### src/rtl/core/wmss_pkg.sv
// Shared constants, types and sequencer states of the windowed market state scorer.
`default_nettype none
package wmss_pkg;

  localparam int MAX_WINDOW = 64;
  localparam int SLOT_W     = $clog2(MAX_WINDOW);
  localparam int NUM_INST   = 16;
  localparam int INST_W     = 4;
  localparam int ADDR_W     = INST_W + SLOT_W;
  localparam int MEM_DEPTH  = NUM_INST * MAX_WINDOW;
  localparam int CNT_W      = 7;
  localparam int PRICE_W    = 40;
  localparam int VOL_W      = 48;
  localparam int SIZE_W     = 32;
  localparam int TS_W       = 64;
  localparam int SCORE_W    = 16;
  localparam int FRAC_W     = 16;
  localparam int SUM_W      = PRICE_W + SLOT_W;

  localparam int MUL_A_W    = 48;
  localparam int MUL_B_W    = 96;
  localparam int CHUNK_W    = 24;
  localparam int ACC_W      = 96;
  localparam int STEP_W     = 3;
  localparam int SHAMT_W    = 7;

  localparam int DIV_W      = 94;
  localparam int QUO_W      = 32;
  localparam int ITER_W     = 6;

  localparam int ROOT_W     = 16;
  localparam int SQREM_W    = 20;

  localparam logic [SCORE_W-1:0] SCORE_POS_MAX = 16'h7FFF;
  localparam logic [SCORE_W-1:0] SCORE_NEG_MAX = 16'h8000;
  localparam logic [SCORE_W-1:0] SCORE_U_MAX   = 16'hFFFF;

  typedef struct packed {
    logic              start;
    logic              clear;
    logic [STEP_W-1:0] steps;
  } mul_req_t;

  typedef struct packed {
    logic              start;
    logic [ITER_W-1:0] iters;
  } div_req_t;

  typedef enum logic [4:0] {
    ST_IDLE, ST_PUSH, ST_PREP, ST_LOAD, ST_SQ,
    ST_NQ, ST_NQ_W, ST_S2, ST_S2_W, ST_D2, ST_D2_W,
    ST_VCHK, ST_DV, ST_DV_W, ST_SQRT, ST_SQRT_W,
    ST_TR, ST_TR_W, ST_LQ, ST_LQ_W, ST_SN, ST_SN_W, ST_OUT
  } state_e;

endpackage
`default_nettype wire

### src/rtl/core/wmss_sqrt.sv
// Digit-by-digit integer square root of a 32-bit word, one root bit a cycle.
`default_nettype none
module wmss_sqrt (
  input  wire                         clk_i,
  input  wire                         rst_ni,
  input  wire                         start_i,
  input  wire [wmss_pkg::QUO_W-1:0]   x_i,
  output logic                        busy_o,
  output logic [wmss_pkg::ROOT_W-1:0] root_o
);
  import wmss_pkg::*;

  localparam int CNT_SW = $clog2(ROOT_W + 1);

  logic [CNT_SW-1:0]  cnt_q;
  logic [QUO_W-1:0]   x_q;
  logic [SQREM_W-1:0] rem_q;
  logic [ROOT_W-1:0]  root_q;
  logic [SQREM_W-1:0] r;
  logic [SQREM_W-1:0] trial;
  logic               ge;

  assign r      = {rem_q[SQREM_W-3:0], x_q[QUO_W-1:QUO_W-2]};
  assign trial  = SQREM_W'({root_q, 2'b01});
  assign ge     = (r >= trial);
  assign busy_o = (cnt_q != '0);
  assign root_o = root_q;

  always_ff @(posedge clk_i or negedge rst_ni) begin
    if (!rst_ni) begin
      cnt_q <= '0;
    end else if (start_i) begin
      cnt_q <= CNT_SW'(ROOT_W);
    end else if (cnt_q != '0) begin
      cnt_q <= cnt_q - CNT_SW'(1);
    end
  end

  always_ff @(posedge clk_i) begin
    if (start_i) begin
      x_q    <= x_i;
      rem_q  <= '0;
      root_q <= '0;
    end else if (cnt_q != '0) begin
      x_q    <= x_q << 2;
      rem_q  <= ge ? (r - trial) : r;
      root_q <= {root_q[ROOT_W-2:0], ge};
    end
  end

endmodule
`default_nettype wire

### config.mk
export PLATFORM = sky130hd
export DESIGN_NAME = wmss_sqrt
export DESIGN_NICKNAME = d
export VERILOG_FILES = /design/src/rtl/core/wmss_pkg.sv /design/src/rtl/core/wmss_sqrt.sv
export SDC_FILE = /design/constraint.sdc
export NUM_CORES = 1
export LEC_CHECK = 0
export BUFFER_PORTS_ARGS = -buffer_cell sky130_fd_sc_hd__buf_2
export CORE_MARGIN = 4
export CORE_UTILIZATION = 65
export CTS_BUF_LIST = sky130_fd_sc_hd__clkbuf_8
export DETAILED_ROUTE_END_ITERATION = 10
export PLACE_DENSITY = 0.9
export SLEW_MARGIN = 20
export SYNTH_ARGS = -nofsm -noshare
export SYNTH_HDL_FRONTEND = slang
export SYNTH_SLANG_ARGS = --single-unit
export TNS_END_PERCENT = 5
### constraint.sdc
create_clock -name clk_i -period 7.9 [get_ports clk_i]
set_clock_uncertainty 0.15 [all_clocks]
set_input_delay 0.79 -clock clk_i [delete_from_list [all_inputs] [get_ports clk_i]]
set_output_delay 0.79 -clock clk_i [all_outputs]
set_load 0.01 [all_outputs]
==> out/qor.csv <==
stage,metric,value,unit
run_status,status,completed,
setup_path,worstPathRequired,8.02,ns
detailed_routing,antenna_left,0,
detailed_routing,route.detailed.drc,0,
final_layout,n_fill_cell,382,
setup_path,r2r_setup_slack,4.77,ns
synth,postSynthCellCount,389,
detailed_routing,drt-pass1-iter-count,4,
clocking,cts_resized,0,
timing,relSlewSlack,43.00,%
setup_path,cp-startpoint,root_o[7]$_SDFFE_PP0P_,
timing,max_clock_freq,319.8,MHz
job,drv_cap,0,
synth,netlist_top_cells_area,"edfxtp_1 24%, dfxtp_1 17%, mux2_2 8.6%",
clocking,cts_buffer_depth,2,
setup_path,worstSetupEndpoint,rem_q[1]$_SDFFE_PP0P_,
floorplanning,die_w,85.87,um
setup_path,crit_arrival,3.25,ns
synth,synthTopCellsByCount,"42 x nand2_1, 34 x dfxtp_1, 32 x edfxtp_1",
synth,synth_enable_flop_cells,32,
detailed_routing,dr.first_iter.drc_count,223,
grt,grt-ovfl-total,0,
synth,syn_area,3941,um^2
grt,track_usage,22.71,%
setup_path,rr_startpoint,root_o[7]$_SDFFE_PP0P_,
timing,drv_slew,0,
synth,synth_warnings,0,
final_layout,antennaDiodeCount,0,
final_layout,multi_input_area,1987,um^2
synth,async_flop_share,7.042,%
timing,tns,0,ns
setup_path,path_max_fanout,22,
setup_path,r2r_end,rem_q[1]$_SDFFE_PP0P_,
detailed_routing,totalWireLength,7.781,mm
place,placed_cells,498,
power_and_ir_drop,netSwitchingFraction,40.78,%
grt,grt_max_degree,71,
power_and_ir_drop,p_int,1.023,mW
clocking,cts_setup_buffers,0,
place,place.detailed.hpwl,5.397,mm
clocking,clock-sinks,71,
clocking,hold_buffers,0,
power_and_ir_drop,p_comb_share,53.5,%
clocking,clk_pin_slew,0.08,ns
setup_path,critPathKind,reg2reg,
grt,grt_pass1_vias,2979,
place,routabilityCongestion,0.9496,
power_and_ir_drop,leakagePower,1.814,nW
clocking,cts_tree,yes,
power_and_ir_drop,peakVddDrop,0.0003542,V
clocking,cts_root_buf,clkbuf_8,
timing,timing.final.crit_share,39.59,%
floorplanning,die_area,7374,um^2
clocking,cts_max_level,3,
grt,antenna_found_initial,0,
synth,synth_ff_type,dfxtp_1,
synth,synth_fp_nets,444,
timing,timing.hold.ws,0.08289,ns
grt,grt_pass1_wl,13.45,mm
setup_path,worstSetupStartpointType,register,
synth,yosysSeqAreaShare,44.83,%
synth,synth_top_area_cell,edfxtp_1,
timing,min_period,3.127,ns
final_layout,seqCellArea,1767,um^2
timing,worst_slew_pin_slew,0.8550,ns
power_and_ir_drop,seqPwrFrac,31.8,%
power_and_ir_drop,pwr-share-clk,14.8,%
detailed_routing,viasPerCell,5.798,
floorplanning,start_util,66.96,%
synth,syn_avg_cell_area,10.13,um^2
floorplanning,rows,28,
timing,finalSetupViolCount,0,
final_layout,nets,489,
setup_path,end_kind,register,
synth,yosys.area.top_type_share,24.38,%
timing,rsz0062_at_grt,false,
floorplanning,die_y,85.87,um
synth,yosysMostFrequentCell,nand2_1,
detailed_routing,num_vias,2980,
final_layout,fin_cells,514,
clocking,numCtsBuffers,9,
timing,hold_viol_final,0,
clocking,clk_latency,0.35,ns
power_and_ir_drop,cellPowerDensity,393.3,nW/um^2
min_path,hold_path.class,in2async,
detailed_routing,wl_per_cell,15.14,um
synth,synth.distinct_cells,50,
place,port-buffer-count,51,
floorplanning,coreArea,5886,um^2
final_layout,drive_above_1_share,25.51,%
final_layout,syn_to_final_growth,11.46,%
power_and_ir_drop,netSwitchingPower,0.7045,mW
synth,synth_seq_cells,71,
floorplanning,ios,52,
setup_path,worstRegToRegCells,9,
## cell usage in the layout (no fill, tap or decap), drive strengths merged, types with 4 or more instances in the layout
cell	count
a311oi	4
ha	20
xnor2	10
mux2i	14
edfxtp	32
mux2	31
nand2b	6
buf	55
nand2	42
nand3	4
a211oi	18
inv	26
dfxtp	34
a21oi	29
clkbuf	9
nor2	30
dfrtp	5
nor3	12
o21ai	13
xor2	5
## through the flow
| stage | util (%) | instance area, um^2 | power, mW | setup WS [ns] |
|---|---|---|---|---|
| 2_1_floorplan | - | 3941 | 1.313 | 5.089 |
| 3_3_place_gp | 71.75 | 4223 | 1.427 | 4.959 |
| 3_5_place_dp | 71.75 | 4223 | 1.464 | 4.832 |
| 4_1_cts | 74.64 | 4393 | 1.728 | 4.792 |
| 5_1_grt | 74.64 | 4393 | 1.855 | 4.615 |
| 6_report | 74.64 | 4393 | 1.728 | 4.773 |
## power by group through the flow
| stage | logic [mW] | clock network, mW | registers, mW |
|---|---|---|---|
| CTS | 0.920 | 0.259 | 0.549 |
| floorplan | 0.772 | 0 | 0.541 |
| global route | 1.02 | 0.276 | 0.562 |
| finish | 0.924 | 0.255 | 0.549 |
| global placement | 0.878 | 0 | 0.550 |
| detailed placement | 0.907 | 0 | 0.557 |
## final cells by class
type                       instances  area share [%]
multi-input combinational        273           45.23
sequential                        71           40.22
timing repair buffer              55           6.494
clock buffer                       9           2.820
tap                               75           2.136
inverter                          24           2.051
clock inverter                     7           1.054
## per-layer routing
| layer | vias up | wire length, um | GRT usage [%] |
|---|---|---|---|
| li1 | 1483 | - | - |
| met1 | 1412 | 3431 | 29.03 |
| met2 | 74 | 3804 | 37.07 |
| met3 | 11 | 432 | 6.340 |
| met4 | 0 | 112 | 7.770 |
| met5 | - | 0 | 0 |
## registers in the layout, indices dropped and copies added, names as in the netlist
| signal | cells |
|---|---|
| x_q | 32 |
| rem_q | 18 |
| root_o | 16 |
| cnt_q | 5 |
## logic make-up after synthesis
logic type | share of synthesized area [%]
AO/OA/AOI/OAI | 15.24
XOR/XNOR | 3.333
adder cells (fa/ha/maj) | 6.349
buffers and inverters | 4.921
flip-flops | 44.83
multiplexers | 12.51
AND/OR/NAND/NOR | 12.83
## worst max-delay path: stages (launching register included)
cell and delay, ns:
dfxtp_1 0.37, inv_1 0.06, ha_1 0.47, nand2_1 0.19
nor2_1 0.21, and3_1 0.22, o21ai_2 0.08, a22oi_4 0.73
mux2_4 0.36, a211oi_2 0.22
## worst min path at each step
stage | startpoint | end | cells after the start
global placement | root_o[15]$_SDFFE_PP0P_ | root_o[15]$_SDFFE_PP0P_ | 2
floorplan | rem_q[17]$_SDFFE_PP0P_ | rem_q[17]$_SDFFE_PP0P_ | 2
CTS | rst_ni | cnt_q[2]$_DFFE_PN0P_ | 1
global route | rst_ni | cnt_q[2]$_DFFE_PN0P_ | 1
finish | rst_ni | cnt_q[2]$_DFFE_PN0P_ | 1
detailed placement | root_o[8]$_SDFFE_PP0P_ | root_o[8]$_SDFFE_PP0P_ | 2
Note: power is estimated with default switching activity, not from simulation.
