===== src/rtl/core/wmss_pkg.sv =====
// Shared constants, types and sequencer states of the windowed market state scorer.
`default_nettype none
package wmss_pkg;

  localparam int MAX_WINDOW = 64;
  localparam int SLOT_W     = $clog2(MAX_WINDOW);
  localparam int NUM_INST   = 16;
  localparam int INST_W     = 4;
  localparam int ADDR_W     = INST_W + SLOT_W;
  localparam int MEM_DEPTH  = NUM_INST * MAX_WINDOW;
  localparam int CNT_W      = 7;
  localparam int PRICE_W    = 40;
  localparam int VOL_W      = 48;
  localparam int SIZE_W     = 32;
  localparam int TS_W       = 64;
  localparam int SCORE_W    = 16;
  localparam int FRAC_W     = 16;
  localparam int SUM_W      = PRICE_W + SLOT_W;

  localparam int MUL_A_W    = 48;
  localparam int MUL_B_W    = 96;
  localparam int CHUNK_W    = 24;
  localparam int ACC_W      = 96;
  localparam int STEP_W     = 3;
  localparam int SHAMT_W    = 7;

  localparam int DIV_W      = 94;
  localparam int QUO_W      = 32;
  localparam int ITER_W     = 6;

  localparam int ROOT_W     = 16;
  localparam int SQREM_W    = 20;

  localparam logic [SCORE_W-1:0] SCORE_POS_MAX = 16'h7FFF;
  localparam logic [SCORE_W-1:0] SCORE_NEG_MAX = 16'h8000;
  localparam logic [SCORE_W-1:0] SCORE_U_MAX   = 16'hFFFF;

  typedef struct packed {
    logic              start;
    logic              clear;
    logic [STEP_W-1:0] steps;
  } mul_req_t;

  typedef struct packed {
    logic              start;
    logic [ITER_W-1:0] iters;
  } div_req_t;

  typedef enum logic [4:0] {
    ST_IDLE, ST_PUSH, ST_PREP, ST_LOAD, ST_SQ,
    ST_NQ, ST_NQ_W, ST_S2, ST_S2_W, ST_D2, ST_D2_W,
    ST_VCHK, ST_DV, ST_DV_W, ST_SQRT, ST_SQRT_W,
    ST_TR, ST_TR_W, ST_LQ, ST_LQ_W, ST_SN, ST_SN_W, ST_OUT
  } state_e;

endpackage
`default_nettype wire


===== src/rtl/core/wmss_mul.sv =====
// Shared multiply-accumulate unit that consumes one 24-bit chunk of its second operand a cycle.
`default_nettype none
module wmss_mul (
  input  wire                         clk_i,
  input  wire                         rst_ni,
  input  wmss_pkg::mul_req_t          req_i,
  input  wire [wmss_pkg::MUL_A_W-1:0] a_i,
  input  wire [wmss_pkg::MUL_B_W-1:0] b_i,
  output logic                        busy_o,
  output logic [wmss_pkg::ACC_W-1:0]  acc_o
);
  import wmss_pkg::*;

  logic [STEP_W-1:0]          cnt_q;
  logic [1:0]                 idx_q;
  logic [MUL_A_W-1:0]         a_q;
  logic [MUL_B_W-1:0]         b_q;
  logic [ACC_W-1:0]           acc_q;
  logic [MUL_A_W+CHUNK_W-1:0] prod;
  logic [SHAMT_W-1:0]         shamt;
  logic [ACC_W-1:0]           term;

  assign prod   = a_q * b_q[CHUNK_W-1:0];
  assign shamt  = SHAMT_W'(idx_q) * SHAMT_W'(CHUNK_W);
  assign term   = ACC_W'(prod) << shamt;
  assign busy_o = (cnt_q != '0);
  assign acc_o  = acc_q;

  always_ff @(posedge clk_i or negedge rst_ni) begin
    if (!rst_ni) begin
      cnt_q <= '0;
      idx_q <= '0;
    end else if (req_i.start) begin
      cnt_q <= req_i.steps;
      idx_q <= '0;
    end else if (cnt_q != '0) begin
      cnt_q <= cnt_q - STEP_W'(1);
      idx_q <= idx_q + 2'd1;
    end
  end

  always_ff @(posedge clk_i) begin
    if (req_i.start) begin
      a_q <= a_i;
      b_q <= b_i;
      if (req_i.clear) begin
        acc_q <= '0;
      end
    end else if (cnt_q != '0) begin
      acc_q <= acc_q + term;
      b_q   <= b_q >> CHUNK_W;
    end
  end

endmodule
`default_nettype wire


===== config.mk =====
export PLATFORM = sky130hd
export DESIGN_NAME = wmss_mul
export DESIGN_NICKNAME = d
export VERILOG_FILES = /design/src/rtl/core/wmss_pkg.sv /design/src/rtl/core/wmss_mul.sv
export SDC_FILE = /design/constraint.sdc
export NUM_CORES = 2
export LEC_CHECK = 0
export ABC_AREA = 1
export BUFFER_PORTS_ARGS = -buffer_cell sky130_fd_sc_hd__buf_2
export CORE_MARGIN = 2
export CORE_UTILIZATION = 50
export CTS_CLUSTER_SIZE = 24
export DETAILED_ROUTE_END_ITERATION = 10
export GPL_ROUTABILITY_DRIVEN = 0
export PLACE_DENSITY = 0.73
export SLEW_MARGIN = 20
export SYNTH_ARGS = -nofsm -noshare
export SYNTH_HDL_FRONTEND = slang
export SYNTH_SLANG_ARGS = --single-unit

===== constraint.sdc =====
create_clock -name clk_i -period 22.6 [get_ports clk_i]
set_input_delay 2.26 -clock clk_i [delete_from_list [all_inputs] [get_ports clk_i]]
set_output_delay 2.26 -clock clk_i [all_outputs]
set_load 0.005 [all_outputs]

==> flow_metrics.tcl <==
set metrics [dict create \
    outcome "complete, no violations" \
    fin_crit_sh_pct 50.2 \
    synth_cell_type_count 61 \
    timing.critical_path.arrival_ns 11.76 \
    avgSynthCellArea_um2 7.36 \
    cts.reportedPaths.clkPinSlew_ns 0.07 \
    clock_tree.root_cell "sky130_fd_sc_hd__clkbuf_16" \
    synth_area_leaders "sky130_fd_sc_hd__fa_1 (35%), sky130_fd_sc_hd__nand2_1 (14%), sky130_fd_sc_hd__inv_1 (13%), sky130_fd_sc_hd__edfxtp_1 (13%), sky130_fd_sc_hd__ha_1 (6.5%)" \
    hold_viol 0 \
    synthArstFlopShare_pct 2.04 \
    clock_sinks 245 \
    cts-buffers-inserted 34 \
    netlist_area_um2 57100 \
    synth_top_area_cell "sky130_fd_sc_hd__fa_1" \
    timing.critical_path.required_ns 23.02 \
    design.core.area_um2 113000 \
    nets 9252 \
    tritoncts_clock_tree "done" \
    track_usage_pct 31.5 \
    wl_per_cell_um 19.4 \
    maximum_number_of_pins_on_one_net_before_global_route_repair 86 \
    grt_pass1_vias 52400 \
    detail_route.drc_violations 0 \
    area_delta_synth_final_pct 6.40 \
    antenna_found_initial 4 \
    r2r.worst_path.cells 38 \
    std_cell_rows 123 \
    end_kind "flop" \
    max_stage_delay_on_crit_path_ns 1.10 \
    dieHeight_um 342 \
    via_count 51300 \
    ctsResizeCount 0 \
    timing.critical_path.fanout_max 24 \
    criticalPathCategory "reg2reg" \
    port_buffer_cells 247 \
    initial_core_util_pct 50.6 \
    final_max_slew_viol_count 0 \
    fin_worst_skew_ns 0.0583 \
    synth.yosys.warnings 0 \
    cts_setup_buffers 0 \
    final_period_minus_worst_setup_slack_ns 11.34 \
    synthCells 7756 \
    drt_first_iter_violations 5474 \
    die_width_um 342 \
    clock_tree.buffer_depth 3 \
    cap_violations 0 \
    whs_path_depth 2 \
    maximum_clock_rate_ghz 0.0882 \
    detail_route.first_pass.iterations 7 \
    register_area_um2 7330 \
    holdCritPathClass "reg2reg" \
    h_tree_levels 2 \
    max_slew.worst_pin.slew_ns 1.19 \
    timing.final.setup_violations 0 \
    fp.dieArea_um2 117000 \
    hpwlAfterDp_um 144000 \
    dpl-instance-area_um2 59500 \
    crit_path_start_kind "flop" \
    layout_cells_sized_above_1_pct 5.67 \
    slew_headroom_pct 21.0 \
    postSynthRegisterBits 245 \
    ctsHoldBuffers 0 \
    later_pin_clock_latency_in_the_skew_report_ns 0.64 \
    grt_pass1_wl_um 287000 \
    dominantRegCellSynth "sky130_fd_sc_hd__edfxtp_1" \
    synth-edff-count 240 \
    seq_area_frac_synth_pct 12.8 \
    final_area_um2 60700 \
    route.detailed.vias_per_inst 5.50 \
    drt_wl_total_um 181000 \
    crit_path_top_delay_cell "sky130_fd_sc_hd__edfxtp_1" \
    multi_input_area_um2 40900 \
    synthDominantCellAreaShare_pct 35.5 \
    rsz0062_at_grt "false" \
    antenna_left 0 \
    filler_instances 10500 \
    globalRouteOverflowTotal 0 \
    setup_total_negative_slack_ns 0 \
    io-pin-count 248 \
    syn-num-nets 9215 \
]
[synthesized netlist by cell type (6+ instances only)]
library cell / number
sky130_fd_sc_hd__a21boi_0: 6
sky130_fd_sc_hd__edfxtp_1: 240
sky130_fd_sc_hd__nand3b_1: 14
sky130_fd_sc_hd__nand2_1: 2170
sky130_fd_sc_hd__a21oi_2: 8
sky130_fd_sc_hd__nand3_1: 246
sky130_fd_sc_hd__buf_2: 13
sky130_fd_sc_hd__fa_1: 1011
sky130_fd_sc_hd__nor2_1: 406
sky130_fd_sc_hd__xnor2_1: 12
sky130_fd_sc_hd__o21ai_0: 250
sky130_fd_sc_hd__xor2_1: 26
sky130_fd_sc_hd__a21o_1: 19
sky130_fd_sc_hd__buf_1: 43
sky130_fd_sc_hd__clkbuf_1: 251
sky130_fd_sc_hd__nand4_1: 21
sky130_fd_sc_hd__o21a_1: 29
sky130_fd_sc_hd__o21ai_2: 13
sky130_fd_sc_hd__nand2_2: 10
sky130_fd_sc_hd__inv_1: 2038
sky130_fd_sc_hd__a21oi_1: 364
sky130_fd_sc_hd__o211ai_1: 18
sky130_fd_sc_hd__o21ai_1: 31
sky130_fd_sc_hd__inv_2: 9
sky130_fd_sc_hd__a31oi_1: 37
sky130_fd_sc_hd__a21boi_1: 8
sky130_fd_sc_hd__ha_1: 297
sky130_fd_sc_hd__or2_1: 10
sky130_fd_sc_hd__o21bai_1: 32
sky130_fd_sc_hd__nor4_1: 14
sky130_fd_sc_hd__nor2_2: 8
sky130_fd_sc_hd__nor3_1: 44
[critical path: cells and delay by family (launching register included)]
family,cells,cell delay [ns]
adders and majority gates,9,4.47
and+or+nand+nor,16,3.45
AOI/OAI and AO/OA,5,1.14
DFF,1,1.10
buffers and inverters,7,0.59
xor gates and xnor gates,1,0.33
[per-layer routing]
metal	GRT usage [%]	part of all wire [%]	vias up
met3	5.75	10	683
li1	-	-	23000
met5	0	0	-
met2	50.7	46	3031
met1	40.2	37	24600
met4	17.6	6.6	0
[layout make-up]
type                       count  share of cell area [%]
tap                         1500                    3.09
inverter                    2049                    12.7
clock inverter                22                   0.505
clock buffer                  40                    1.44
timing repair buffer         308                    2.86
sequential                   245                    12.1
antenna                        4                  0.0165
multi-input combinational   5155                    67.3
[cells in the final DEF, fill, tap and decap left out, types with 37 or more instances in the layout]
cell and instances:
sky130_fd_sc_hd__a21oi_1 364, sky130_fd_sc_hd__a31oi_1 37, sky130_fd_sc_hd__buf_2 246, sky130_fd_sc_hd__buf_4 58
sky130_fd_sc_hd__edfxtp_1 240, sky130_fd_sc_hd__fa_1 1011, sky130_fd_sc_hd__ha_1 295, sky130_fd_sc_hd__inv_1 2036
sky130_fd_sc_hd__nand2_1 2169, sky130_fd_sc_hd__nand3_1 246, sky130_fd_sc_hd__nor2_1 406, sky130_fd_sc_hd__nor3_1 44
sky130_fd_sc_hd__o21ai_0 250
[registers in the layout (all words and copies together), names as in the netlist]
name and cells:
acc_o 96, b_q 96, a_q 48, cnt_q 3
idx_q 2
[path summary, 6_finish.rpt]
path	start	slack, ns	end
setup / recovery	a_q[30]	11.26	acc_o[91]
hold / removal	b_q[69]	0.49	b_q[45]
setup reg to reg	a_q[30]	11.26	acc_o[91]
hold reg to reg	b_q[69]	0.49	b_q[45]
max in group asynchronous	rst_ni	20.98	idx_q[0]
min in group asynchronous	rst_ni	1.47	idx_q[0]
[logic make-up (layout without fill, tap and decap cells)]
logic type,after synthesis,in the layout,synth area share (%)
muxes,1,1,0.0175
xor gates and xnor gates,39,39,0.612
adders and majority gates,1308,1308,42.0
AOI/OAI and AO/OA,846,846,8.39
other,0,4,0
buffers and inverters,2356,2419,15.5
DFF,245,245,12.8
and+or+nand+nor,2961,2961,20.6
[through the flow]
| stage | hold slack, ns | utilization, % | instances | setup WS (ns) |
|---|---|---|---|---|
| floorplan | 0.459 | - | 7756 | 14.27 |
| global placement | 0.486 | 52.7 | 9254 | 11.92 |
| detailed placement | 0.492 | 52.7 | 9254 | 11.88 |
| CTS | 0.497 | 53.8 | 9316 | 11.76 |
| global route | 0.512 | 53.8 | 9323 | 11.00 |
| finish | 0.489 | 53.8 | 9323 | 11.26 |
Power is not shown: default switching activity piles up to over one toggle a cycle in this logic, so the estimate is an artifact.
