==> config.mk <==
export PLATFORM = sky130hd
export DESIGN_NAME = wmss_div
export DESIGN_NICKNAME = d
export VERILOG_FILES = /design/src/rtl/core/wmss_pkg.sv /design/src/rtl/core/wmss_div.sv
export SDC_FILE = /design/constraint.sdc
export NUM_CORES = 1
export LEC_CHECK = 0
export BUFFER_PORTS_ARGS = -buffer_cell sky130_fd_sc_hd__buf_2
export CAP_MARGIN = 20
export CORE_MARGIN = 5
export CORE_UTILIZATION = 59
export CTS_BUF_LIST = sky130_fd_sc_hd__clkbuf_4 sky130_fd_sc_hd__clkbuf_8 sky130_fd_sc_hd__clkbuf_16
export CTS_CLUSTER_SIZE = 40
export DETAILED_ROUTE_END_ITERATION = 8
export HOLD_SLACK_MARGIN = 0.06
export PLACE_DENSITY = 0.82
export SLEW_MARGIN = 25
export SYNTH_ARGS = -nofsm -noshare
export SYNTH_HDL_FRONTEND = slang
export SYNTH_SLANG_ARGS = --single-unit
==> constraint.sdc <==
create_clock -name clk_i -period 5.1 [get_ports clk_i]
set_clock_uncertainty 0.2 [all_clocks]
set_input_delay 1.275 -clock clk_i [delete_from_list [all_inputs] [get_ports clk_i]]
set_output_delay 1.275 -clock clk_i [all_outputs]
set_load 0.02 [all_outputs]
==> src/rtl/core/wmss_pkg.sv <==
// Shared constants, types and sequencer states of the windowed market state scorer.
`default_nettype none
package wmss_pkg;

  localparam int MAX_WINDOW = 64;
  localparam int SLOT_W     = $clog2(MAX_WINDOW);
  localparam int NUM_INST   = 16;
  localparam int INST_W     = 4;
  localparam int ADDR_W     = INST_W + SLOT_W;
  localparam int MEM_DEPTH  = NUM_INST * MAX_WINDOW;
  localparam int CNT_W      = 7;
  localparam int PRICE_W    = 40;
  localparam int VOL_W      = 48;
  localparam int SIZE_W     = 32;
  localparam int TS_W       = 64;
  localparam int SCORE_W    = 16;
  localparam int FRAC_W     = 16;
  localparam int SUM_W      = PRICE_W + SLOT_W;

  localparam int MUL_A_W    = 48;
  localparam int MUL_B_W    = 96;
  localparam int CHUNK_W    = 24;
  localparam int ACC_W      = 96;
  localparam int STEP_W     = 3;
  localparam int SHAMT_W    = 7;

  localparam int DIV_W      = 94;
  localparam int QUO_W      = 32;
  localparam int ITER_W     = 6;

  localparam int ROOT_W     = 16;
  localparam int SQREM_W    = 20;

  localparam logic [SCORE_W-1:0] SCORE_POS_MAX = 16'h7FFF;
  localparam logic [SCORE_W-1:0] SCORE_NEG_MAX = 16'h8000;
  localparam logic [SCORE_W-1:0] SCORE_U_MAX   = 16'hFFFF;

  typedef struct packed {
    logic              start;
    logic              clear;
    logic [STEP_W-1:0] steps;
  } mul_req_t;

  typedef struct packed {
    logic              start;
    logic [ITER_W-1:0] iters;
  } div_req_t;

  typedef enum logic [4:0] {
    ST_IDLE, ST_PUSH, ST_PREP, ST_LOAD, ST_SQ,
    ST_NQ, ST_NQ_W, ST_S2, ST_S2_W, ST_D2, ST_D2_W,
    ST_VCHK, ST_DV, ST_DV_W, ST_SQRT, ST_SQRT_W,
    ST_TR, ST_TR_W, ST_LQ, ST_LQ_W, ST_SN, ST_SN_W, ST_OUT
  } state_e;

endpackage
`default_nettype wire

==> src/rtl/core/wmss_div.sv <==
// Shared restoring divider that produces one quotient bit a cycle for a numerator below the divisor.
`default_nettype none
module wmss_div (
  input  wire                        clk_i,
  input  wire                        rst_ni,
  input  wmss_pkg::div_req_t         req_i,
  input  wire [wmss_pkg::DIV_W-1:0]  num_i,
  input  wire [wmss_pkg::DIV_W-1:0]  den_i,
  output logic                       busy_o,
  output logic [wmss_pkg::QUO_W-1:0] quo_o
);
  import wmss_pkg::*;

  logic [ITER_W-1:0] cnt_q;
  logic [DIV_W-1:0]  rem_q;
  logic [DIV_W-1:0]  den_q;
  logic [QUO_W-1:0]  quo_q;
  logic [DIV_W:0]    sh;
  logic [DIV_W:0]    diff;
  logic              ge;

  assign sh     = {rem_q, 1'b0};
  assign ge     = (sh >= {1'b0, den_q});
  assign diff   = sh - {1'b0, den_q};
  assign busy_o = (cnt_q != '0);
  assign quo_o  = quo_q;

  always_ff @(posedge clk_i or negedge rst_ni) begin
    if (!rst_ni) begin
      cnt_q <= '0;
    end else if (req_i.start) begin
      cnt_q <= req_i.iters;
    end else if (cnt_q != '0) begin
      cnt_q <= cnt_q - ITER_W'(1);
    end
  end

  always_ff @(posedge clk_i) begin
    if (req_i.start) begin
      rem_q <= num_i;
      den_q <= den_i;
      quo_q <= '0;
    end else if (cnt_q != '0) begin
      rem_q <= ge ? diff[DIV_W-1:0] : sh[DIV_W-1:0];
      quo_q <= {quo_q[QUO_W-2:0], ge};
    end
  end

endmodule
`default_nettype wire

==> results of run 1 <==
## placed cells by master (no fill, tap or decap), drive strengths merged, types with 4 or more instances in the layout
cell / instances
nor3: 33
ha: 95
a21oi: 224
nand2: 209
a31oi: 16
a2bb2oi: 7
xor2: 27
a21o: 50
nor4: 13
o21bai: 30
a21boi: 4
a221oi: 6
nor2: 113
or2: 7
clkinv: 11
clkbuf: 30
nand4: 39
dfxtp: 32
mux2: 40
nand2b: 5
inv: 127
o21ai: 90
buf: 244
a211oi: 10
nor2b: 7
xnor2: 54
and3: 12
and4: 10
or3: 12
o31ai: 9
dfrtp: 6
and2: 6
edfxtp: 188
o211ai: 20
o21a: 36
nand3: 29
mux2i: 6
o221ai: 4
## cell families (layout without fill, tap and decap cells)
logic type	count (synthesis)	in the layout	synth area share
DFF	226	226	0.413
muxes	46	46	0.0328
buffers and inverters	224	416	0.0601
and+or+nand+nor	507	507	0.152
adders and majority gates	96	96	0.0776
other	0	1	0
AOI/OAI and AO/OA	540	540	0.219
xor gates and xnor gates	81	81	0.0456
## tightest hold or removal path, delay by kind of cell, from the launching register on
family / cells / cell delay [ns]
AOI/OAI and AO/OA: 1 / 0.06
DFF: 1 / 0.31
and+or+nand+nor: 1 / 0.05
## final timing paths
check	from	end	cells after the start	slack, ns
max	rem_q[17]	rem_q[53]	12	0.69
min	quo_o[31]	quo_o[31]	2	0.27
max reg2reg	rem_q[17]	rem_q[53]	12	0.69
min reg2reg	quo_o[31]	quo_o[31]	2	0.27
max in group asynchronous	rst_ni	cnt_q[1]	1	4.20
min in group asynchronous	rst_ni	cnt_q[2]	1	0.35
## final cells by class
type | count | area (um2) | share of cell area
multi-input cells | 1270 | 8220 | 0.465
flip-flops and latches | 226 | 6440 | 0.364
repair buffers | 244 | 1280 | 0.0725
clock buffers | 30 | 676 | 0.0382
inverters | 127 | 479 | 0.0271
well taps | 335 | 419 | 0.0237
clock inverters | 15 | 154 | 0.00871
diodes | 1 | 2.50 | 0.000142
## flip-flops by register name (all words and copies together) (netlist names)
register / count
den_q: 94
rem_q: 94
quo_o: 32
cnt_q: 6
## metal layers
metal  up-vias  routed length (um)  part of all wire  track usage
met3        90                3210             0.077       0.0391
li1       6584                   -                 -            -
met5         -                   0                 0            0
met2       563               19200              0.46        0.444
met4         0                1350             0.033       0.0810
met1      6248               17700              0.43        0.371
## power breakdown
part           switching, mW  internal [mW]  total, mW
logic                   3.76           2.55       6.31
registers              0.284           2.63       2.92
clock network          0.748           1.09       1.84
total                   4.79           6.27       11.1
## per-stage QoR
step | cell area (um2) | util | power, mW | std cells | setup slack, ns
2_1_floorplan | 15600 | - | 7.75 | 1720 | 0.352
4_1_cts | 17700 | 0.678 | 11.0 | 2247 | 0.768
6_report | 17700 | 0.678 | 11.1 | 2248 | 0.687
3_3_place_gp | 16800 | 0.646 | 8.98 | 2202 | 0.879
3_5_place_dp | 16800 | 0.646 | 9.12 | 2202 | 0.772
5_1_grt | 17700 | 0.678 | 11.9 | 2248 | 0.473
## synthesized netlist by cell type (all sizes together) (13+ instances only)
cell type	n
edfxtp	188
nand4	39
inv	126
xnor2	54
nand2	209
xor2	27
a31oi	16
buf	35
o211ai	20
a21o	50
o21ai	90
a21oi	224
nor3	33
dfxtp	32
clkbuf	62
o21a	36
mux2	40
nor2	113
nand3	29
nor4	13
ha	95
o21bai	30
==> flow_summary_export.csv, run 1 <==
group,metric,value,unit
outcome,status,"complete, no violations",
cts,numClockSinks,226,
critical_path,crit_arrival,4.50,ns
synth,avgSynthCellArea,9.05,um2
floorplan,start_util,0.598,
global_routing,gr-total-overflow,0,
critical_path,path_cells,"ha_1 -> a21oi_1 -> o21a_1 -> o221ai_1 -> a221oi_1 -> o31ai_2 -> a311oi_2 -> o211a_4 -> o211a_2 -> buf_4 -> o211ai_1 -> o21a_1",
power_and_ir_drop,p_per_area,626,nW/um2
finish,finalNetCount,2187,
drt,drc,0,
drt,drt_wl_total,41.5,mm
drt,firstDrtPassIters,6,
power_and_ir_drop,power_leakage,7.46,nW
cts,htree_levels,1,
global_routing,grt_pass1_wl,65.6,mm
synth,synth_cells,1720,
drt,drt_iter0_drc,1146,
cts,cts_resized,0,
drt,wl_per_cell,18.5,um
floorplan,die-area,29700,um2
floorplan,pin_count,230,
place,portBuffers,229,
cts,postCtsHoldBufs,0,
global_routing,grt_pass1_vias,13300,
critical_path,critPathMaxStageDelay,0.71,ns
cts,root_buffer,"clkbuf_16",
synth,synth_seq_cells,226,
sta,tns,0,ns
sta,post-route-period-util,0.865,
drt,ant_nets,0,
synth,synth-edff-count,188,
finish,drive_gt1_frac,0.189,
global_routing,antenna_found_initial,1,
cts,path_clk_slew,0.06,ns
critical_path,path_max_fanout,29,
critical_path,path_common_cell,"o21a_1",
sta,finalSetupViolations,0,
sta,layout_min_cycle_time,4.41,ns
synth,syn_area,15600,um2
critical_path,startpoint_type,"flip-flop",
place,dpl.hpwl,30.9,mm
synth,synth_top_area_share,0.362,
finish,fillers,2112,
finish,area_delta_synth_final,13.5,%
cts,post_cts_buffers,0,
floorplan,num_rows,59,
sta,worst_pin_slew,0.777,ns
critical_path,cp-end-kind,"flip-flop",
sta,final_hold_viol_count,0,
critical_path,cp_slowest_cell,"o211a_2",
cts,numCtsBuffers,25,
critical_path,path_buf_inv,1,
sta,drv_slew,0,
floorplan,coreArea,26100,um2
sta,fmax,0.227,GHz
global_routing,grt_max_degree,120,
critical_path,crit_required,5.19,ns
floorplan,die_h,172,um
synth,async_flop_share,0.0265,
sta,relSlewSlack,0.482,
flow_run,drv.max_cap_violation_count,0,
cts,clockBufferDepth,3,
sta,hold_slack,0.268,ns
floorplan,die_x,172,um
critical_path,path_delay_family,"compound AO/OA/AOI/OAI gates",
synth,synth_top_area_cell,"edfxtp_1",
synth,yosys_most_used_dff,"edfxtp_1",
synth,synthTopCellsByArea,"edfxtp_1, ha_1, a21oi_1",
drt,route.vias.total,13500,
cts,cts_tree,"yes",
synth,syn_nets,2013,
critical_path,crit_type,"reg -> reg",
place,place.gp.congestion,0.955,
sta,rsz0062_at_grt,"false",
drt,routed_via_density,6.00,
power_and_ir_drop,peakVddDrop,0.419,mV
hold_path,worstHoldPathType,"reg -> reg",
cts,clkLatencyLatePin,0.54,ns
synth,ys_types,82,
global_routing,grt.total_usage,0.269,
synth,yosysWarnings,0,
synth,synth.yosys.seq_area_share,0.413,
Note: power is estimated with default switching activity, not from simulation.
==> run 2: changes to the inputs <==
REMOVE_ABC_BUFFERS = 1   (was default)
==> flow_summary_export.csv, run 2 (same netlist as run 1, synthesis figures left out) <==
group,metric,value,unit
floorplan,die_x,172,um
finish,area_delta_synth_final,13.5,%
drt,drt_iter0_drc,1190,
finish,diodes,0,
cts,clkLatencyLatePin,0.56,ns
global_routing,antenna_found_initial,2,
drt,ant_nets,0,
drt,routed_via_density,6.08,
finish,fin_cells,2245,
sta,rsz0062_at_grt,"false",
place,dpl.hpwl,31.8,mm
global_routing,top_usage_layer,"met2",
critical_path,path_max_fanout,17,
finish,final_cell_mix,"buf_2, a21oi_1, nand2_1",
floorplan,start_util,0.598,
sta,fmax,0.233,GHz
finish,fin_util,0.678,
sta,layout_min_cycle_time,4.29,ns
finish,finalNetCount,2184,
drt,firstDrtPassIters,6,
sta,post-route-period-util,0.841,
flow_run,drv.max_cap_violation_count,0,
floorplan,pin_count,230,
critical_path,cp-end-kind,"flip-flop",
global_routing,grt_use_met1,0.383,
sta,final_hold_viol_count,0,
global_routing,grt_pass1_wl,67.4,mm
cts,cts_tree,"yes",
sta,finalSetupViolations,0,
power_and_ir_drop,peakVddDrop,0.412,mV
critical_path,worstReg2RegStart,"rem_q[15]",
finish,multi_input_area,8220,um2
critical_path,crit_required,5.17,ns
finish,stdcell_area,17700,um2
finish,fillers,2130,
place,dpl_cell_area,16800,um2
global_routing,use_met2,0.450,
sta,drv_slew,0,
finish,seqCellArea,6440,um2
drt,wl_per_cell,18.9,um
power_and_ir_drop,p_per_area,626,nW/um2
cts,clockBufferDepth,3,
drt,drc,0,
global_routing,met3_usage,0.0608,
cts,post_cts_buffers,0,
cts,numClockSinks,226,
floorplan,die_h,172,um
sta,relSlewSlack,0.410,
global_routing,grt.total_usage,0.279,
cts,numCtsBuffers,26,
drt,route.vias.total,13600,
global_routing,grt_pass1_vias,13500,
place,dp.cells,2198,
floorplan,coreArea,26100,um2
hold_path,worstHoldPathType,"reg -> reg",
cts,path_clk_slew,0.06,ns
critical_path,crit_start,"rem_q[15]",
finish,final_common_cell,"buf_2",
cts,root_buffer,"clkbuf_16",
place,place.gp.congestion,0.925,
outcome,status,"complete, no violations",
drt,drt_wl_total,42.5,mm
cts,postCtsHoldBufs,0,
hold_path,min_from,"quo_o[31]",
cts,htree_levels,1,
floorplan,num_rows,59,
finish,drive_gt1_frac,0.190,
global_routing,gr-total-overflow,0,
critical_path,crit_type,"reg -> reg",
sta,worst_pin_slew,0.876,ns
power_and_ir_drop,power_leakage,7.47,nW
critical_path,startpoint_type,"flip-flop",
global_routing,grt_max_degree,118,
floorplan,die-area,29700,um2
place,portBuffers,229,
cts,cts_resized,0,
critical_path,crit_arrival,4.36,ns
run 2: power breakdown:
group / total [mW] / internal [mW] / switching (mW) / leakage [nW]
Clock: 1.78 / 1.01 / 0.771 / 0.419
Sequential: 2.91 / 2.63 / 0.279 / 2.23
Combinational: 6.36 / 2.56 / 3.80 / 4.81
Total: 11.1 / 6.21 / 4.85 / 7.47
run 2: path summary, 6_finish.rpt:
check | endpoint | slack [ns] | depth (start not counted)
min in group asynchronous | cnt_q[3] | 0.33 | 1
max in group asynchronous | cnt_q[4] | 4.22 | 1
min | quo_o[31] | 0.26 | 2
max reg2reg | rem_q[2] | 0.81 | 13
max | rem_q[2] | 0.81 | 13
min reg2reg | quo_o[31] | 0.26 | 2
run 2: through the flow:
step / hold WS (ns) / setup TNS [ns] / power (mW) / setup WS [ns]
final: 0.263 / 0 / 11.1 / 0.811
after CTS: 0.267 / 0 / 11.0 / 0.849
after global placement: 0.239 / 0 / 8.99 / 1.04
after floorplan: 0.324 / -179.00 / 7.60 / -1.72
after global routing: 0.293 / 0 / 11.9 / 0.494
after detailed placement: 0.259 / 0 / 9.16 / 0.877
run 2: final cells by class:
cell class | instances | area share
inverter | 127 | 0.0271
clock inverter | 15 | 0.00574
clock buffer | 32 | 0.0411
timing repair buffer | 240 | 0.0727
tap | 335 | 0.0237
multi-input combinational | 1270 | 0.465
sequential | 226 | 0.364
run 2: per-layer routing:
layer | routed length (um) | vias up | share of wire
met5 | 29 | - | 0.00068
met4 | 1270 | 4 | 0.030
met3 | 4060 | 89 | 0.096
met2 | 19300 | 599 | 0.45
met1 | 17800 | 6369 | 0.42
li1 | - | 6579 | -
run 2: critical path, cell delays in order, from the launching register on:
cell and delay (ns):
edfxtp_1 0.39, ha_1 0.40, a21oi_1 0.25, o21a_1 0.17
o221ai_1 0.15, a221oi_1 0.39, o31ai_2 0.20, a311oi_2 0.38
o211a_4 0.30, o211a_2 0.53, buf_4 0.33, nor2_1 0.07
a21oi_1 0.11, o21ai_0 0.11
==> run 3: changes to the inputs <==
CORE_UTILIZATION = 53   (was 59)
PLACE_DENSITY = 0.78   (was 0.82)
clock period = 3.9 ns   (was 5.1 ns; I/O delays follow)
==> flow_summary_export.csv, run 3 (same netlist as run 1, synthesis figures left out) <==
group,metric,value,unit
drt,drc,0,
place,place.gp.congestion,0.966,
power_and_ir_drop,swShare,0.431,
global_routing,top_usage_layer,"met2",
critical_path,startpoint_type,"flip-flop",
critical_path,path_delay_family,"compound AO/OA/AOI/OAI gates",
drt,routed_via_density,5.94,
drt,firstDrtPassIters,5,
global_routing,grt_pass1_vias,14000,
outcome,status,"complete, no violations",
finish,final_cell_mix,"buf_2, a21oi_1, nand2_1",
cts,clkLatencyLatePin,0.56,ns
critical_path,rr_endpoint,"rem_q[4]",
global_routing,gr-total-overflow,0,
cts,numClockSinks,226,
floorplan,pin_count,230,
critical_path,crit_start,"rem_q[19]",
cts,numCtsBuffers,26,
critical_path,cp_slowest_cell,"edfxtp_1",
drt,route.vias.total,14300,
drt,drt_iter0_drc,1184,
floorplan,coreArea,28900,um2
global_routing,grt_max_degree,94,
power_and_ir_drop,seqPwrFrac,0.241,
power_and_ir_drop,clkPwrFrac,0.150,
critical_path,cp.depth,13,
cts,clockBufferDepth,3,
place,portBuffers,229,
drt,drt_wl_total,45.8,mm
drt,ant_nets,0,
critical_path,worstReg2RegStart,"rem_q[19]",
cts,path_clk_slew,0.06,ns
critical_path,path_buf_inv,4,
floorplan,die_x,181,um
sta,final_hold_viol_count,0,
sta,fmax,0.264,GHz
power_and_ir_drop,peakVddDrop,0.459,mV
power_and_ir_drop,intPower,9.06,mW
critical_path,path_cells,"ha_4 -> buf_4 -> nand4_1 -> nor4_4 -> inv_2 -> o31ai_4 -> a311oi_2 -> o211a_4 -> o211ai_4 -> buf_12 -> buf_16 -> a21oi_1 -> mux2_2",
hold_path,worstHoldPathType,"reg -> reg",
global_routing,antenna_found_initial,8,
power_and_ir_drop,power_leakage,8.08,nW
finish,drive_gt1_frac,0.249,
global_routing,grt_pass1_wl,70.3,mm
global_routing,use_met2,0.411,
cts,root_buffer,"clkbuf_16",
critical_path,reg2regPathDepth,13,
power_and_ir_drop,power_frac_comb,0.609,
cts,htree_levels,1,
power_and_ir_drop,p_sw,6.86,mW
cts,cts_tree,"yes",
place,dpl_cell_area,17600,um2
finish,stdcell_area,18900,um2
sta,relSlewSlack,0.474,
sta,rsz0062_at_grt,"true",
floorplan,die_h,181,um
sta,post-route-period-util,0.972,
critical_path,crit_type,"reg -> reg",
floorplan,start_util,0.540,
critical_path,r2r_setup_slack,0.11,ns
flow_run,drv.max_cap_violation_count,0,
critical_path,cp-end-kind,"flip-flop",
global_routing,grt_use_met1,0.347,
critical_path,path_max_fanout,22,
drt,wl_per_cell,19.1,um
critical_path,critPathMaxStageDelay,0.45,ns
critical_path,endpoint,"rem_q[4]",
sta,finalSetupViolations,0,
place,dpl.hpwl,33.5,mm
critical_path,crit_arrival,3.89,ns
global_routing,met3_usage,0.0580,
finish,area_delta_synth_final,21.6,%
sta,hold_slack,0.258,ns
global_routing,grt.total_usage,0.255,
sta,drv_slew,0,
sta,worst_pin_slew,0.781,ns
floorplan,num_rows,62,
power_and_ir_drop,power,15.9,mW
finish,finalNetCount,2291,
power_and_ir_drop,p_per_area,841,nW/um2
critical_path,crit_required,4.00,ns
sta,layout_min_cycle_time,3.79,ns
finish,final_common_cell,"buf_2",
floorplan,die-area,32900,um2
run 3: how the worst min path moves through the flow:
stage          startpoint         to  slack [ns]  cells past startpoint
3_5_place_dp    quo_o[31]  quo_o[31]        0.25                      2
4_1_cts         quo_o[31]  quo_o[31]        0.26                      2
2_1_floorplan   quo_o[31]  quo_o[31]        0.32                      2
5_1_grt         quo_o[31]  quo_o[31]        0.26                      2
6_report        quo_o[31]  quo_o[31]        0.26                      2
3_3_place_gp    quo_o[31]  quo_o[31]        0.24                      2
run 3: layout make-up:
class,instances,area [um2]
multi-input cells,1270,8430
clock buffers,35,766
inverters,127,479
fillers,2429,9920
repair buffers,347,2260
well taps,384,480
clock inverters,10,67.6
diodes,4,10.0
flip-flops and latches,226,6440
run 3: timing repair:
| action | in CTS | in global routing |
|---|---|---|
| hold buffers | 1 | 0 |
| endpoints found under the setup margin | 4 | 93 |
| pin swaps | 2 | 10 |
| setup buffers | 2 | 10 |
| resized for setup | 2 | 45 |
| endpoints found under the hold margin | 6 | 0 |
| cloned | 0 | 7 |
run 3: metrics by stage:
stage          setup TNS (ns)  setup slack, ns   util  instances
5_1_grt                 -2.57          -0.0807  0.656       2402
2_1_floorplan         -382.67            -2.62      -       1623
6_report                    0            0.109  0.656       2403
3_3_place_gp                0           0.0843  0.610       2335
4_1_cts                     0           0.0170  0.640       2383
3_5_place_dp          -0.0282          -0.0206  0.610       2335
run 3: power by group through the flow:
| stage | combinational [mW] | sequential, mW | clock (mW) |
|---|---|---|---|
| finish | 9.70 | 3.83 | 2.40 |
| global route | 10.5 | 3.89 | 2.57 |
| CTS | 8.90 | 3.81 | 2.45 |
| detailed placement | 8.79 | 3.84 | 0 |
| global placement | 8.61 | 3.82 | 0 |
| floorplan | 6.21 | 3.73 | 0 |
run 3: per-layer routing:
layer | share of wire | wire length (um)
met3 | 0.092 | 4200
met2 | 0.45 | 20700
met5 | 0.0010 | 48
met1 | 0.43 | 19500
met4 | 0.029 | 1340
run 3: worst reg2reg max path: stages (launching register included):
cell and delay [ns]:
edfxtp_1 0.45, ha_4 0.31, buf_4 0.12, nand4_1 0.21, nor4_4 0.35, inv_2 0.07, o31ai_4 0.34, a311oi_2 0.17
o211a_4 0.32, o211ai_4 0.24, buf_12 0.19, buf_16 0.19, a21oi_1 0.12, mux2_2 0.28
